File: src/rtl/assert_macros.svh
// ---------------------------------------------------------------------------
// assert_macros.svh
// concurrent assertion helpers, compiled out for synthesis
// ---------------------------------------------------------------------------
`ifndef ASSERT_MACROS_SVH
`define ASSERT_MACROS_SVH
`ifndef SYNTHESIS
// ante holds in a cycle, cons holds in the same cycle
`define ASSERT_IMPLY(label, ante, cons) \
    label: assert property (@(posedge clk) disable iff (!rst_n) (ante) |-> (cons)) \
        else $error("assertion failed");
// ante holds in a cycle, cons holds later, after the delay passed as n
`define ASSERT_DELAYED(label, ante, n, cons) \
    label: assert property (@(posedge clk) disable iff (!rst_n) (ante) |-> ##n (cons)) \
        else $error("assertion failed");
`else
`define ASSERT_IMPLY(label, ante, cons)
`define ASSERT_DELAYED(label, ante, n, cons)
`endif
`endif

File: src/rtl/cts_sqrt.sv
// ---------------------------------------------------------------------------
// cts_sqrt
// pipelined floor square root, one result bit per stage, with remainder
// ---------------------------------------------------------------------------
module cts_sqrt #(
    parameter int W = 62
) (
    input  logic              clk,
    input  logic [W-1:0]      v_in,
    output logic [(W>>1)-1:0] root,
    output logic [(W>>1):0]   rem
);

    localparam int N = W / 2;

    logic [W-1:0] v_reg [N];
    logic [W-1:0] r_reg [N];

    for (genvar k = 0; k < N; k++) begin : g_stage
        localparam logic [W-1:0] ONE = {{(W-1){1'b0}}, 1'b1} << (W - 2 - 2 * k);
        logic [W-1:0] v_prev;
        logic [W-1:0] r_prev;
        logic [W-1:0] t;
        logic [W-1:0] v_next;
        logic [W-1:0] r_next;

        if (k == 0) begin : g_first
            assign v_prev = v_in;
            assign r_prev = '0;
        end
        else begin : g_rest
            assign v_prev = v_reg[k-1];
            assign r_prev = r_reg[k-1];
        end

        always_comb
        begin
            t = r_prev + ONE;
            if (v_prev >= t)
            begin
                v_next = v_prev - t;
                r_next = (r_prev >> 1) + ONE;
            end
            else
            begin
                v_next = v_prev;
                r_next = r_prev >> 1;
            end
        end

        always_ff @(posedge clk)
        begin
            v_reg[k] <= v_next;
            r_reg[k] <= r_next;
        end
    end

    assign root = r_reg[N-1][N-1:0];
    assign rem  = v_reg[N-1][N:0];

endmodule

File: config.mk
export PLATFORM = sky130hd
export DESIGN_NAME = cts_sqrt
export DESIGN_NICKNAME = d
export VERILOG_FILES = /design/src/rtl/assert_macros.svh /design/src/rtl/cts_sqrt.sv
export SDC_FILE = /design/constraint.sdc
export NUM_CORES = 2
export LEC_CHECK = 0
export BUFFER_PORTS_ARGS = -buffer_cell sky130_fd_sc_hd__buf_2
export CAP_MARGIN = 40
export CORE_MARGIN = 4
export CORE_UTILIZATION = 50
export CTS_BUF_LIST = sky130_fd_sc_hd__clkbuf_2
export DETAILED_ROUTE_END_ITERATION = 8
export PLACE_DENSITY_LB_ADDON = 0.05
export SLEW_MARGIN = 40
export SYNTH_ARGS = -nofsm -noshare
export SYNTH_HDL_FRONTEND = slang
export SYNTH_SLANG_ARGS = --single-unit
File: constraint.sdc
create_clock -name clk -period 6 [get_ports clk]
set_clock_uncertainty 0.2 [all_clocks]
set_input_delay 0.6 -clock clk [delete_from_list [all_inputs] [get_ports clk]]
set_output_delay 0.6 -clock clk [all_outputs]
set_load 0.03 [all_outputs]
# After elaboration in Yosys (flattened, before gate mapping)
# Memory sizes are Yosys's and may differ from the RTL's.
# Cells that the tools add are included.
# totals
ff_bits,0
latch_bits,0
ram_bits,3844
mem_bits_ro,0
in_bits,63
output_inout_bits,63
word_cells,186
mem_count,2
# op_classes
add_sub_neg,91
mul,0
n_div,0
order_cmp,31
n_eq_ne,0
shift,0
mux,62
bitwise_logic,0
n_reduce_logical,0
# mem_list
memory,words,word_bits,rd,rd_ports_with_merged_regs,wr,line_no,text
r_reg,31,62,31,0,31,cts_sqrt.sv:17,logic [W-1:0] r_reg [N];
v_reg,31,62,31,0,31,cts_sqrt.sv:16,logic [W-1:0] v_reg [N];
# op_table
operator,n
two-way mux 62 bit,61
>= comparator 62 bit,30
subtractor 62 bit,30
"adder 61 x 1 -> 62 bit, second input constant",1
"adder 61 x 11 -> 62 bit, second input constant",1
"adder 61 x 13 -> 62 bit, second input constant",1
"adder 61 x 15 -> 62 bit, second input constant",1
"adder 61 x 17 -> 62 bit, second input constant",1
"adder 61 x 19 -> 62 bit, second input constant",1
"adder 61 x 21 -> 62 bit, second input constant",1
"adder 61 x 23 -> 62 bit, second input constant",1
"adder 61 x 25 -> 62 bit, second input constant",1
"adder 61 x 27 -> 62 bit, second input constant",1
"adder 61 x 29 -> 62 bit, second input constant",1
"adder 61 x 3 -> 62 bit, second input constant",1
"adder 61 x 31 -> 62 bit, second input constant",1
"adder 61 x 33 -> 62 bit, second input constant",1
"adder 61 x 35 -> 62 bit, second input constant",1
"adder 61 x 37 -> 62 bit, second input constant",1
"adder 61 x 39 -> 62 bit, second input constant",1
"adder 61 x 41 -> 62 bit, second input constant",1
"adder 61 x 43 -> 62 bit, second input constant",1
"adder 61 x 45 -> 62 bit, second input constant",1
"adder 61 x 47 -> 62 bit, second input constant",1
42 further kinds,42

# Logic depth before layout (Yosys ltp)
# An unclocked memory read counts as a cell.
# depth
ltp_word,4
depth_mapped,15
ltp_nobuf,12

# Least setup slack after synthesis
# No wires, ideal clock.
# synth_path
path_kind,flip-flop to flip-flop
start,"mem r_reg[24][16], in the netlist r_reg[1][512]"
end,"mem v_reg[25][60], in the netlist v_reg[3][122]"
setup_time_ps,74
arrival_time_ps,3049
required_ps,5726
slack_ps,2677
path_stages_with_launch,14
path_buffers,2
period_less_slack_ps,3323
path_cell_list,dfxtp_1 > inv_1 > ha_1 > a2111oi_0 > inv_1 > o2111a_1 > a211o_1 > a311o_1 > a311o_1 > buf_2 > and3_1 > buf_6 > nand4_1 > xnor2_1
# synth_rtl
element,line_no
start: declaration,cts_sqrt.sv:17
end: declaration,cts_sqrt.sv:16

==> impl_metrics.env <==
export IMPL_outcome="finished, violations left"
export IMPL_violations="hold timing"
export IMPL_yosys_register_bits=2388
export IMPL_drt_pass1_iterations=5
export IMPL_start_util_pct=50.5
export IMPL_fin_tns_setup_ps=0
export IMPL_yosysWarnings=0
export IMPL_synth_main_ff_cell="dfxtp_1"
export IMPL_dpl_cell_area_um2=94700
export IMPL_cts_resized=0
export IMPL_fin_crit_sh_pct=78.6
export IMPL_area_growth_pct=11.7
export IMPL_rsz0062_at_grt="false"
export IMPL_core_area_um2=181000
export IMPL_synth_edf_count=0
export IMPL_p_seq_share_pct=49.1
export IMPL_min_period_ps=4720
export IMPL_r2r_start="r_reg[1][708]"
export IMPL_final_area_um2=102000
export IMPL_critPathSlowestCell="dlygate4sd3_1"
export IMPL_fin_nets=10549
export IMPL_numCtsBuffers=608
export IMPL_synth_avg_cell_area_um2=9.99
export IMPL_critPathKind="input port to flip-flop"
export IMPL_critPathLaunch="v_in[9]"
export IMPL_crit_path_end="v_reg[0][61]"
export IMPL_boundaryPins=126
export IMPL_finalHoldViolCount=1
export IMPL_h_tree_depth=6
export IMPL_vias=69017
export IMPL_leakagePower_nw=47.9
export IMPL_die_height_um=436
export IMPL_post_cts_buffers=0
export IMPL_drt_iter0_drc=4464
export IMPL_grt_pass1_wl_um=391000
export IMPL_gp_congestion=0.907
export IMPL_arrival_ps=6350
export IMPL_end_kind="flip-flop"
export IMPL_worst_path_max_fanout=4
export IMPL_ctsRootBufferMaster="clkbuf_2"
export IMPL_max_stage_delay_ps=730
export IMPL_switching_share_pct=36.8
export IMPL_numPortBuffers=125
export IMPL_grt_overflow_total=0
export IMPL_relSlewSlack_pct=20.9
export IMPL_synthArstFlopShare_pct=0
export IMPL_hold_buffers=210
export IMPL_syn_area_um2=91500
export IMPL_hpwl_um=188000
export IMPL_wl_um=252000
export IMPL_rows=156
export IMPL_antenna_found_initial=10
export IMPL_syn_inst=9161
export IMPL_fmaxAchievable_mhz=212
export IMPL_max_vdd_ir_drop_v=0.000279
export IMPL_worst_path_most_repeated_cell="dlygate4sd3_1"
export IMPL_r2r_worst_path_cells=12
export IMPL_r2r_end="v_reg[3][309]"
export IMPL_powerDensity_nw_per_um2=456
export IMPL_cts_path_max_buffers=4
export IMPL_synth_nets=9751
export IMPL_maxSlewViolCount=0
export IMPL_clk_latency_ps=1850
export IMPL_worst_pin_slew_ps=1190
export IMPL_ant_nets=0
export IMPL_largest_register_ffs=1892
export IMPL_p_switching_mw=17.1
export IMPL_clkPwrFrac_pct=23.1
export IMPL_synth_cell_type_count=101
export IMPL_maxCapViolations=0
export IMPL_synth_yosys_seq_area_share_pct=52.3
export IMPL_wl_per_cell_um=19.8
export IMPL_drcViolationCount=0
export IMPL_utilization_pct=56.4
export IMPL_dieArea_um2=190000
export IMPL_first_global_vias=70000
export IMPL_crit_path_cell_trace="dlygate4sd3_1 -> dlygate4sd3_1 -> dlygate4sd3_1 -> buf_2 -> dlygate4sd3_1 -> nor4_1 -> nand4_1 -> dlygate4sd3_1 -> o41ai_2 -> nor2_1 -> dlygate4sd3_1 -> a21oi_1 -> dlygate4sd3_1"
export IMPL_clk_pin_slew_ps=130
export IMPL_rrSetupSlack_ps=1380
export IMPL_layout_drive_gt1_share_pct=12.4
export IMPL_combPwrFrac_pct=27.9
export IMPL_setup_viol=0
export IMPL_die_w_um=436
export IMPL_grt_use_total_pct=26.0
export IMPL_grt_max_degree=54
export IMPL_cts_tree="done"
export IMPL_p_int_mw=29.5
export IMPL_clock_sinks=2388
export IMPL_viasPerCell=5.41
export IMPL_cp_required_ps=7630
export IMPL_whs_ps=-2.15
export IMPL_hold_class="flip-flop to flip-flop"
export IMPL_cp_start_kind="input port"
[worst min-delay path by stage]
stage,from,endpoint,slack (ps),cells past startpoint
2_1_floorplan,v_reg[0][414],v_reg[0][476],120,0
3_3_place_gp,v_reg[2][314],v_reg[2][376],130,0
3_5_place_dp,v_reg[2][67],v_reg[2][129],130,0
4_1_cts,v_in[56],v_reg[0][56],2,4
5_1_grt,v_reg[3][128],v_reg[3][190],50,0
6_report,v_reg[0][57],v_reg[0][119],-2,0
[cell type report]
class | count | area (um^2)
Tap cell | 2370 | 2970
Inverter | 664 | 2490
Fill cell | 16346 | 79100
Clock buffer | 844 | 4220
Sequential cell | 2388 | 47800
Multi-Input combinational cell | 5926 | 40600
Clock inverter | 175 | 1090
Timing Repair Buffer | 371 | 3000
Antenna cell | 16 | 40.0
[critical path: cells and delay by family]
family                 cells  cell delay [ps]
buffers and inverters      8             4470
AOI/OAI and AO/OA          2              660
and+or+nand+nor            3              630
[kinds of logic after synthesis]
kind of cell	Yosys count	synth area share, %
DFF	2388	52.3
xor gates and xnor gates	843	8.07
muxes	114	1.39
adders and majority gates	527	7.21
buffers and inverters	847	3.58
AOI/OAI and AO/OA	1785	12.4
and+or+nand+nor	2657	15.1
[placed cells by master (no fill, tap or decap), drive strengths merged, types with 238 or more instances in the layout]
master  count
xor2      371
nor3      238
dfxtp    2388
xnor2     472
o21ai     411
nor2      609
inv       675
clkbuf    845
a21oi     553
nor4      312
ha        527
nand2     568
[stage by stage]
step / cells / power, mW / worst slack (ps)
after detailed placement: 11508 / 35.9 / 1500
after global placement: 11506 / 35.8 / 1160
after floorplan: 9161 / 31.5 / 2680
after global routing: 12751 / 49.7 / 1130
final: 12754 / 46.6 / 1280
after CTS: 12737 / 46.9 / 1440
[cells in the mapped netlist (all sizes together), types with 59 or more instances]
cell / n / area share [%]
or3: 82 / 0.56
nor3: 238 / 1.3
or4: 67 / 0.57
clkbuf: 125 / 0.51
nor4: 312 / 2.2
a21o: 220 / 1.8
xor2: 371 / 3.6
nor2: 609 / 2.5
a21oi: 553 / 3.0
nand3: 166 / 0.91
o21ai: 411 / 2.2
ha: 527 / 7.2
o21a: 101 / 0.83
inv: 664 / 2.7
mux2: 101 / 1.2
dfxtp: 2388 / 52
xnor2: 472 / 4.5
nor2b: 59 / 0.41
nand4: 140 / 0.96
nand2b: 93 / 0.64
nand2: 568 / 2.3
[power by group through the flow]
| stage | clock network [mW] | registers [mW] | logic [mW] |
|---|---|---|---|
| 3_3_place_gp | 0 | 23.2 | 12.6 |
| 6_report | 10.8 | 22.9 | 13.0 |
| 2_1_floorplan | 0 | 21.8 | 9.73 |
| 3_5_place_dp | 0 | 23.2 | 12.7 |
| 5_1_grt | 12.0 | 23.3 | 14.4 |
| 4_1_cts | 11.1 | 22.9 | 12.9 |
[metal layers]
layer	global-route usage, %	up-vias	part of all wire [%]
li1	-	34075	-
met1	31.9	32342	43
met2	44.4	1972	48
met3	5.49	618	5.1
met4	10.4	10	3.7
met5	0	-	0.027
(Power assumes the default switching activity.)
